### config.mk
export PLATFORM = sky130hd
export DESIGN_NAME = segment_allocator_first_next_fit
export DESIGN_NICKNAME = d
export VERILOG_FILES = /design/src/rtl/sa_pkg.sv /design/src/rtl/sa_table.sv /design/src/rtl/segment_allocator_first_next_fit.sv
export SDC_FILE = /design/constraint.sdc
export NUM_CORES = 2
export LEC_CHECK = 0
export BUFFER_PORTS_ARGS = -buffer_cell sky130_fd_sc_hd__buf_2
export CORE_MARGIN = 4
export CORE_UTILIZATION = 50
export CTS_BUF_LIST = sky130_fd_sc_hd__clkbuf_8
export DETAILED_ROUTE_END_ITERATION = 16
export PLACE_DENSITY_LB_ADDON = 0.08
export SYNTH_ARGS = -nofsm -noshare
export SYNTH_HDL_FRONTEND = slang
export SYNTH_SLANG_ARGS = --single-unit
### constraint.sdc
create_clock -name i_clk -period 31.2 [get_ports i_clk]
set_input_delay 3.12 -clock i_clk [delete_from_list [all_inputs] [get_ports i_clk]]
set_output_delay 3.12 -clock i_clk [all_outputs]
set_load 0.1 [all_outputs]
### src/rtl/sa_pkg.sv
// package for the segment allocator: sizes, status and command codes
// no dependencies
package sa_pkg;
    localparam int MAX_SEGMENTS_DEF = 16;
    localparam int ADDR_WIDTH_DEF   = 16;
    localparam int FIELD_W          = 16;
    localparam int SLACK_W          = 8;

    localparam logic [1:0] ST_OK   = 2'd0;
    localparam logic [1:0] ST_NOFIT = 2'd1;
    localparam logic [1:0] ST_FULL = 2'd2;

    localparam logic CMD_ALLOC   = 1'b0;
    localparam logic CMD_RELEASE = 1'b1;

    localparam logic [1:0] CFG_FIT_MODE = 2'd0;
    localparam logic [1:0] CFG_MEM_TOTAL = 2'd1;
    localparam logic [1:0] CFG_SLACK    = 2'd2;
endpackage

### src/rtl/sa_table.sv
// free segment table held in flip-flops with shift-up and shift-down moves
// depends on sa_pkg
module sa_table
    import sa_pkg::*;
#(
    parameter int MAX_SEGMENTS = MAX_SEGMENTS_DEF,
    parameter int ADDR_WIDTH   = ADDR_WIDTH_DEF,
    localparam int IW = $clog2(MAX_SEGMENTS)
) (
    input  logic                  i_clk,
    input  logic                  i_init,
    input  logic [ADDR_WIDTH-1:0] i_init_len,
    input  logic                  i_wr,
    input  logic [IW-1:0]         i_wr_idx,
    input  logic [ADDR_WIDTH-1:0] i_wr_begin,
    input  logic [ADDR_WIDTH-1:0] i_wr_len,
    input  logic                  i_mv_dn,
    input  logic                  i_mv_up,
    input  logic [IW-1:0]         i_mv_idx,
    input  logic [IW-1:0]         i_rd_idx,
    output logic [ADDR_WIDTH-1:0] o_rd_begin,
    output logic [ADDR_WIDTH-1:0] o_rd_len
);
    logic [ADDR_WIDTH-1:0] r_begin [MAX_SEGMENTS];
    logic [ADDR_WIDTH-1:0] r_len   [MAX_SEGMENTS];

    // a move copies one neighbor entry per cycle; the sequencer walks the index
    always_ff @(posedge i_clk) begin
        if (i_init) begin
            r_begin[0] <= '0;
            r_len[0]   <= i_init_len;
        end else if (i_mv_dn) begin
            r_begin[i_mv_idx] <= r_begin[i_mv_idx + IW'(1)];
            r_len[i_mv_idx]   <= r_len[i_mv_idx + IW'(1)];
        end else if (i_mv_up) begin
            r_begin[i_mv_idx] <= r_begin[i_mv_idx - IW'(1)];
            r_len[i_mv_idx]   <= r_len[i_mv_idx - IW'(1)];
        end else if (i_wr) begin
            r_begin[i_wr_idx] <= i_wr_begin;
            r_len[i_wr_idx]   <= i_wr_len;
        end
    end

    assign o_rd_begin = r_begin[i_rd_idx];
    assign o_rd_len   = r_len[i_rd_idx];
endmodule

### src/rtl/segment_allocator_first_next_fit.sv
// Variable-partition allocator, first fit or next fit with rover. One request
// at a time: busy rises after the accepting edge and falls in the cycle that
// carries the one-cycle o_valid result. An allocate scans the table one entry
// per cycle (up to MAX_SEGMENTS), then a whole-segment grant shifts later
// entries down one per cycle. A release scans to its address position, then
// merges or shifts entries up one per cycle. The longest allocate is one that
// scans every entry and then removes entry 0. A memory_total write holds busy
// for one cycle while the table reloads. Results cannot be stalled.
module segment_allocator_first_next_fit
    import sa_pkg::*;
#(
    parameter int MAX_SEGMENTS = MAX_SEGMENTS_DEF,
    parameter int ADDR_WIDTH   = ADDR_WIDTH_DEF
) (
    input  logic                  i_clk,
    input  logic                  i_rst_n,
    input  logic                  start,
    output logic                  busy,
    input  logic                  i_cfg_we,
    input  logic [1:0]            i_cfg_idx,
    input  logic [FIELD_W-1:0]    i_cfg_data,
    input  logic                  i_cmd,
    input  logic [ADDR_WIDTH-1:0] i_block_size,
    input  logic [ADDR_WIDTH-1:0] i_block_begin,
    output logic                  o_valid,
    output logic [1:0]            o_status,
    output logic [ADDR_WIDTH-1:0] o_grant_begin,
    output logic [ADDR_WIDTH-1:0] o_grant_size
);
    localparam int IW = $clog2(MAX_SEGMENTS);
    localparam int CW = $clog2(MAX_SEGMENTS + 1);
    localparam logic [CW-1:0] FULL_CNT = CW'(MAX_SEGMENTS);
    localparam logic [ADDR_WIDTH-1:0] AMAX = '1;

    localparam logic [2:0] S_IDLE = 3'd0;
    localparam logic [2:0] S_SCAN = 3'd1;
    localparam logic [2:0] S_RPRV = 3'd2;
    localparam logic [2:0] S_RNXT = 3'd3;
    localparam logic [2:0] S_SHDN = 3'd4;
    localparam logic [2:0] S_SHUP = 3'd5;
    localparam logic [2:0] S_DONE = 3'd6;

    logic [2:0]            r_state, n_state;
    logic                  r_fit, r_init;
    logic [ADDR_WIDTH-1:0] r_total;
    logic [SLACK_W-1:0]    r_slack;
    logic [CW-1:0]         r_cnt, n_cnt;
    logic [IW-1:0]         r_rover, n_rover;
    logic                  r_cmd;
    logic [ADDR_WIDTH-1:0] r_size, r_bb;
    logic [IW-1:0]         r_idx, n_idx;      // scan / move pointer
    logic [CW-1:0]         r_k, n_k;          // entries scanned
    logic [CW-1:0]         r_j, n_j;          // release position
    logic [ADDR_WIDTH-1:0] r_plen, n_plen;    // previous entry length
    logic [ADDR_WIDTH-1:0] r_pbeg, n_pbeg;    // previous entry begin
    logic                  r_mprev, n_mprev;
    logic [1:0]            r_st, n_st;
    logic [ADDR_WIDTH-1:0] r_gb, n_gb, r_gs, n_gs;
    logic                  r_vld, n_vld;

    logic                  t_wr, t_dn, t_up;
    logic [IW-1:0]         t_wr_idx, t_mv_idx, t_rd_idx;
    logic [ADDR_WIDTH-1:0] t_wb, t_wl, rd_b, rd_l;

    sa_table #(.MAX_SEGMENTS(MAX_SEGMENTS), .ADDR_WIDTH(ADDR_WIDTH)) u_table (
        .i_clk(i_clk), .i_init(r_init), .i_init_len(r_total),
        .i_wr(t_wr), .i_wr_idx(t_wr_idx), .i_wr_begin(t_wb), .i_wr_len(t_wl),
        .i_mv_dn(t_dn), .i_mv_up(t_up), .i_mv_idx(t_mv_idx),
        .i_rd_idx(t_rd_idx), .o_rd_begin(rd_b), .o_rd_len(rd_l)
    );

    assign busy = (r_state != S_IDLE) || r_init;
    logic accept;
    assign accept = start && !busy;

    // adder / comparator datapath for the scan and merge states
    logic [ADDR_WIDTH:0]   sum_end, bend;
    logic [ADDR_WIDTH+1:0] len_sum;
    logic [ADDR_WIDTH-1:0] diff;
    logic [IW-1:0]         last_idx, nxt_idx;
    assign sum_end  = {1'b0, rd_b} + {1'b0, rd_l};
    assign bend     = {1'b0, r_bb} + {1'b0, r_size};
    assign diff     = rd_l - r_size;
    assign last_idx = IW'(r_cnt - CW'(1));
    assign nxt_idx  = (r_idx == last_idx) ? '0 : r_idx + IW'(1);

    function automatic logic [ADDR_WIDTH-1:0] sat(input logic [ADDR_WIDTH+1:0] v);
        sat = (v > {2'b00, AMAX}) ? AMAX : v[ADDR_WIDTH-1:0];
    endfunction

    always_comb begin
        n_state = r_state; n_cnt = r_cnt; n_rover = r_rover; n_idx = r_idx;
        n_k = r_k; n_j = r_j; n_plen = r_plen; n_pbeg = r_pbeg; n_mprev = r_mprev;
        n_st = r_st; n_gb = r_gb; n_gs = r_gs; n_vld = 1'b0;
        t_wr = 1'b0; t_dn = 1'b0; t_up = 1'b0;
        t_wr_idx = r_idx; t_mv_idx = r_idx; t_rd_idx = r_idx;
        t_wb = rd_b; t_wl = rd_l; len_sum = '0;
        unique case (r_state)
            S_IDLE: begin
                if (accept) begin
                    n_st = ST_OK; n_gb = '0; n_gs = '0; n_k = '0; n_j = '0;
                    n_mprev = 1'b0;
                    if (i_cmd == CMD_ALLOC) begin
                        if (i_block_size == '0 || r_cnt == '0) begin
                            n_st = ST_NOFIT; n_state = S_DONE;
                        end else begin
                            n_idx = (r_fit && CW'(r_rover) < r_cnt) ? r_rover : '0;
                            n_state = S_SCAN;
                        end
                    end else if (i_block_size == '0) begin
                        n_state = S_DONE;
                    end else begin
                        n_idx = '0; n_state = S_SCAN;
                    end
                end
            end
            S_SCAN: begin
                if (r_cmd == CMD_ALLOC) begin
                    if (rd_l >= r_size) begin
                        n_gb = rd_b;
                        if (diff <= ADDR_WIDTH'(r_slack)) begin
                            n_gs = rd_l;
                            n_cnt = r_cnt - CW'(1);
                            n_j = CW'(r_idx);
                            n_state = S_SHDN;
                        end else begin
                            n_gs = r_size;
                            t_wr = 1'b1; t_wb = rd_b + r_size; t_wl = diff;
                            n_rover = r_idx; n_state = S_DONE;
                        end
                    end else if (r_k + CW'(1) >= r_cnt) begin
                        n_st = ST_NOFIT; n_state = S_DONE;
                    end else begin
                        n_k = r_k + CW'(1); n_idx = nxt_idx;
                    end
                end else begin
                    // find first entry with begin >= block begin
                    if (r_j < r_cnt && rd_b < r_bb) begin
                        n_j = r_j + CW'(1); n_idx = r_idx + IW'(1);
                        n_mprev = sum_end == {1'b0, r_bb};
                        n_plen = rd_l;
                        n_pbeg = rd_b;
                        if (r_j + CW'(1) >= r_cnt) n_state = S_RNXT;
                    end else begin
                        n_state = S_RNXT;
                    end
                end
            end
            S_RNXT: begin
                // r_idx points at entry j; mprev was recorded for j-1
                t_rd_idx = IW'(r_j);
                if (r_j < r_cnt && bend == {1'b0, rd_b}) begin
                    if (r_mprev) begin
                        len_sum = {2'b00, r_plen} + {2'b00, r_size} + {2'b00, rd_l};
                        t_wr = 1'b1; t_wr_idx = IW'(r_j - CW'(1));
                        t_wb = r_pbeg; t_wl = sat(len_sum);
                        n_state = S_RPRV;
                    end else begin
                        len_sum = {2'b00, rd_l} + {2'b00, r_size};
                        t_wr = 1'b1; t_wr_idx = IW'(r_j);
                        t_wb = r_bb; t_wl = sat(len_sum);
                        n_state = S_DONE;
                    end
                end else if (r_mprev) begin
                    len_sum = {2'b00, r_plen} + {2'b00, r_size};
                    t_wr = 1'b1; t_wr_idx = IW'(r_j - CW'(1));
                    t_rd_idx = IW'(r_j - CW'(1));
                    t_wb = rd_b; t_wl = sat(len_sum);
                    n_state = S_DONE;
                end else if (r_cnt >= FULL_CNT) begin
                    n_st = ST_FULL; n_state = S_DONE;
                end else begin
                    n_idx = IW'(r_cnt); n_state = S_SHUP;
                end
            end
            S_RPRV: begin
                // entry j now lives in j-1; drop it
                t_rd_idx = IW'(r_j - CW'(1));
                if (CW'(r_rover) == r_j) n_rover = IW'(r_j - CW'(1));
                n_cnt = r_cnt - CW'(1);
                n_state = S_SHDN;
                n_idx = IW'(r_j);
            end
            S_SHDN: begin
                t_mv_idx = r_idx;
                if (r_state == S_SHDN && CW'(r_idx) + CW'(1) < r_cnt + CW'(1) &&
                    CW'(r_idx) < n_cnt) begin
                    t_dn = 1'b1; n_idx = r_idx + IW'(1);
                end else begin
                    if (r_cmd == CMD_ALLOC) begin
                        n_rover = (r_j < r_cnt) ? IW'(r_j) : '0;
                    end else begin
                        if (CW'(r_rover) > r_j) n_rover = r_rover - IW'(1);
                        if (CW'(n_rover) >= r_cnt) n_rover = '0;
                    end
                    n_state = S_DONE;
                end
            end
            S_SHUP: begin
                if (CW'(r_idx) > r_j) begin
                    t_up = 1'b1; t_mv_idx = r_idx; n_idx = r_idx - IW'(1);
                end else begin
                    t_wr = 1'b1; t_wr_idx = IW'(r_j); t_wb = r_bb; t_wl = r_size;
                    if (r_cnt == '0) n_rover = '0;
                    else if (CW'(r_rover) >= r_j) n_rover = r_rover + IW'(1);
                    n_cnt = r_cnt + CW'(1);
                    n_state = S_DONE;
                end
            end
            S_DONE: begin
                n_vld = 1'b1; n_state = S_IDLE;
            end
            default: n_state = S_IDLE;
        endcase
    end

    always_ff @(posedge i_clk) begin
        if (!i_rst_n) begin
            r_state <= S_IDLE; r_fit <= 1'b0; r_total <= AMAX;
            r_slack <= SLACK_W'(5); r_init <= 1'b1; r_cnt <= CW'(1);
            r_rover <= '0; r_vld <= 1'b0;
        end else begin
            r_init <= 1'b0;
            r_state <= n_state; r_cnt <= n_cnt; r_rover <= n_rover; r_vld <= n_vld;
            if (i_cfg_we) begin
                unique case (i_cfg_idx)
                    CFG_FIT_MODE:  r_fit <= i_cfg_data[0];
                    CFG_MEM_TOTAL: begin
                        r_total <= ADDR_WIDTH'(i_cfg_data);
                        r_init <= 1'b1; r_rover <= '0;
                        r_cnt <= (i_cfg_data == '0) ? '0 : CW'(1);
                    end
                    CFG_SLACK:     r_slack <= i_cfg_data[SLACK_W-1:0];
                    default: ;
                endcase
            end
        end
    end

    always_ff @(posedge i_clk) begin
        if (accept) begin
            r_cmd <= i_cmd; r_size <= i_block_size; r_bb <= i_block_begin;
        end
        r_idx <= n_idx; r_k <= n_k; r_j <= n_j; r_plen <= n_plen; r_pbeg <= n_pbeg;
        r_mprev <= n_mprev; r_st <= n_st; r_gb <= n_gb; r_gs <= n_gs;
    end

    assign o_valid       = r_vld;
    assign o_status      = r_st;
    assign o_grant_begin = (r_st == ST_OK) ? r_gb : '0;
    assign o_grant_size  = (r_st == ST_OK) ? r_gs : '0;

    a_cnt_bound: assert property (@(posedge i_clk) disable iff (!i_rst_n)
        r_cnt <= FULL_CNT) else $error("free count beyond table");
    a_vld_idle: assert property (@(posedge i_clk) disable iff (!i_rst_n)
        o_valid |-> r_state == S_IDLE) else $error("result while busy");
    a_done: assert property (@(posedge i_clk) disable iff (!i_rst_n)
        r_state == S_DONE |=> o_valid) else $error("missing result");
endmodule
==> results by group <==
Die
  – Initial Utilization: 50.6%
  – Chip Height: 302 µm
  – Die Area: 91300 µm²
  – Core footprint: 85500 µm²
  – I/O pin count: 91
  – Row cnt: 107
  – Chip width: 302 µm

Placed design
  – PortBufs: 90
  – Gpl congestion: 0.924
  – Detailed placement HPWL: 96.8 mm

Global route
  – First-pass GRT wire length: 211 mm
  – Number of global-route vias before repair: 31000
  – Largest net degree at the start of global routing: 120
  – Total global routing overflow: 0
  – Global Route Usage Sum: 31.7%
  – Antenna violations before repair: 6

Synth
  – Syn Inst Count: 3244
  – Synth warn: 26
  – Mapped Area: 43300 µm²
  – Synth cell types: 96
  – Post-synth EDFFs: 626
  – Simple-gate area share of the yosys netlist: 8.89%
  – Mean Syn Cell Area: 13.3 µm²
  – Post-Syn Nets: 3495
  – Combinational family with the most area after synthesis: multiplexers
  – Flip-flop and latch count after synthesis: 665
  – Post-Synth Adder-Cell Area: 5.79%
  – Mux cell area share after synthesis: 24.0%
  – Most instantiated cells after synthesis: edfxtp_1 (626), mux4_2 (434), nand2_1 (268)
  – Area leader, netlist: edfxtp_1
  – Synth Area in Compound Gates: 10.0%
  – Top FF cell, synth: edfxtp_1
  – Top-count cell post-synth: edfxtp_1
  – Sequential fraction of the synthesis area: 45.3%
  – Xor/xnor share of the synthesized area: 2.98%
  – Top cells by area, synth: edfxtp_1 (43%), mux4_2 (23%), ha_1 (5.5%), nand2_1 (2.3%), xnor2_1 (2.3%)
  – Post-synth top area share: 43.4%
  – Asr flop ratio synth: 0%

Clock network
  – Total clock sinks: 665
  – CTS tree: built
  – Clock Tree Buf Depth: 3
  – Post-CTS sizing: 0
  – Root Driver: clkbuf_8
  – Postcts setup bufs: 0
  – H-tree depth: 3
  – CTS clk-pin slew, worst paths: 0.06 ns
  – Number of CTS-inserted buffers: 113
  – CTS Hold Buffers Added: 0
  – Skew-Pair Late Insertion Delay: 0.79 ns

Worst setup path
  – Critical path's slowest cell: nor3b_4
  – CP arrival: 13.68 ns
  – Internal reg-to-reg setup slack: 17.94 ns
  – Worst setup path class: register to register
  – Worst stage delay on the critical path: 1.03 ns
  – Startpoint Class: register
  – Critical Path Fanout Max: 119
  – Crit path capture type: register
  – Critical Path RT: 31.62 ns
  – CP dominant cell by count: buf_4

Cells and area
  – Share of cells above drive strength 1: 25.0%
  – P&R area growth vs syn: 9.86%
  – # fillers: 6962
  – Final nets: 3584

Routing
  – Initial DRC Count: 3805
  – Pre-Repair DR Iteration Count: 5
  – ANT nets after route: 0
  – Via count: 31600
  – Via-to-Cell Ratio: 6.90
  – DRC errors left: 0
  – Wire per inst: 31.8 µm
  – DRT Wirelength: 146 mm

Flow run
  – Max Cap Viol: 0

STA
  – Setup_tns: 0 ns
  – Final worst-path cycle share: 42.5%
  – Final period demand of the worst path: 13.26 ns
  – Final setup fails: 0
  – Final Max Slew Viols: 0
  – Relative slew slack: 9.62%
  – RSZ-0062 raised after global routing: false
  – Max Freq: 0.0754 GHz
  – Worst-margin pin slew: 1.35 ns
  – Final Hold Violating Endpoints: 0
  – Final Skew: 0.0509 ns

Run status
  – Status: complete, no violations

Power
  – VDD IR-drop max: 0.0000940 V
  – Pwr/cell area: 125 nW/µm²
  – Pwr Total: 5920 µW
  – Pleak: 0.0162 µW

Min path
  – Worst Hold Class: register to register
kinds of logic after synthesis:
| logic type | after synthesis |
|---|---|
| xor+xnor | 147 |
| mux | 493 |
| buf+inv | 323 |
| compound gates | 627 |
| simple gates | 793 |
| flops | 665 |
| fa+ha+maj | 196 |
stage by stage:
stage | hold WS, ns | setup WS, ns | instance area (µm²) | std cells | util, %
2_1_floorplan | 0.441 | 20.05 | 43300 | 3244 | -
3_3_place_gp | 0.455 | 19.48 | 45200 | 4361 | 52.8
3_5_place_dp | 0.461 | 19.31 | 45200 | 4361 | 52.8
4_1_cts | 0.477 | 19.14 | 47500 | 4569 | 55.5
5_1_grt | 0.501 | 17.26 | 47500 | 4576 | 55.6
6_report | 0.480 | 17.94 | 47500 | 4577 | 55.6
cells in the final DEF, fill, tap and decap left out, types with 17 or more instances in the layout:
master	count
a2111oi_0	18
a211oi_1	24
a21o_1	31
a21oi_1	175
a221oi_1	19
a311oi_1	36
and2_1	52
and3_1	51
buf_2	90
buf_4	93
clkbuf_8	118
clkinv_1	32
clkinv_2	19
dfxtp_1	39
edfxtp_1	626
ha_1	188
inv_1	131
mux2i_1	51
mux4_2	434
nand2_1	267
nand2b_1	30
nand3_1	46
nor2_1	183
nor2b_1	27
nor3_1	31
nor4_1	19
o21a_1	23
o21ai_0	89
o221ai_1	17
o22ai_1	28
xnor2_1	109
xor2_1	34
power by group:
part	internal, µW	switching [µW]	total (µW)	leakage (µW)
sequential	1060	56.9	1120	0.00563
combinational	1620	2360	3980	0.00932
clock	436	381	817	0.00127
total	3120	2800	5920	0.0162
critical path: cells and delay by family (launching register included):
kind | cells | cell delay [ns]
compound gates | 14 | 4.64
xor+xnor | 2 | 0.42
fa+ha+maj | 3 | 1.27
buf+inv | 5 | 2.06
flops | 1 | 0.35
mux | 2 | 1.32
simple gates | 9 | 2.59
metal layers:
metal / vias up / part of all wire (%) / GRT usage (%) / routed length [µm]
met1: 16100 / 39 / 43.5 / 57300
met3: 324 / 9.9 / 7.06 / 14400
met2: 1876 / 47 / 50.9 / 68700
li1: 13200 / - / - / -
met5: - / 0.021 / 0 / 31
met4: 4 / 3.5 / 10.1 / 5080
layout make-up:
| class | count | area, µm² | area share, % |
|---|---|---|---|
| timing repair buffer | 185 | 1190 | 2.50 |
| tap | 1144 | 1430 | 3.01 |
| sequential | 665 | 19600 | 41.2 |
| multi-input combinational | 2256 | 22600 | 47.5 |
| clock buffer | 118 | 1620 | 3.42 |
| clock inverter | 90 | 683 | 1.44 |
| antenna | 7 | 17.5 | 0.0369 |
| inverter | 112 | 423 | 0.890 |
path summary, 6_finish.rpt:
path | from | endpoint | cells after the start
max | r_size[4]$_DFFE_PP_ | u_table.r_begin[1][11]$_DFFE_PP_ | 35
min | r_total[13]$_SDFFE_PN1P_ | r_total[13]$_SDFFE_PN1P_ | 2
max reg2reg | r_size[4]$_DFFE_PP_ | u_table.r_begin[1][11]$_DFFE_PP_ | 35
min reg2reg | r_total[13]$_SDFFE_PN1P_ | r_total[13]$_SDFFE_PN1P_ | 2
registers in the layout (all words and copies together) (netlist names), 3 cells and up:
name	count
r_k	5
r_bb	16
r_cnt	5
r_state	3
r_plen	16
r_pbeg	16
u_table.r_begin	256
r_idx	4
u_table.r_len	256
r_gb	16
r_total	16
r_rover	4
r_gs	16
r_j	5
r_slack	8
r_size	16
(Power assumes the default switching activity.)
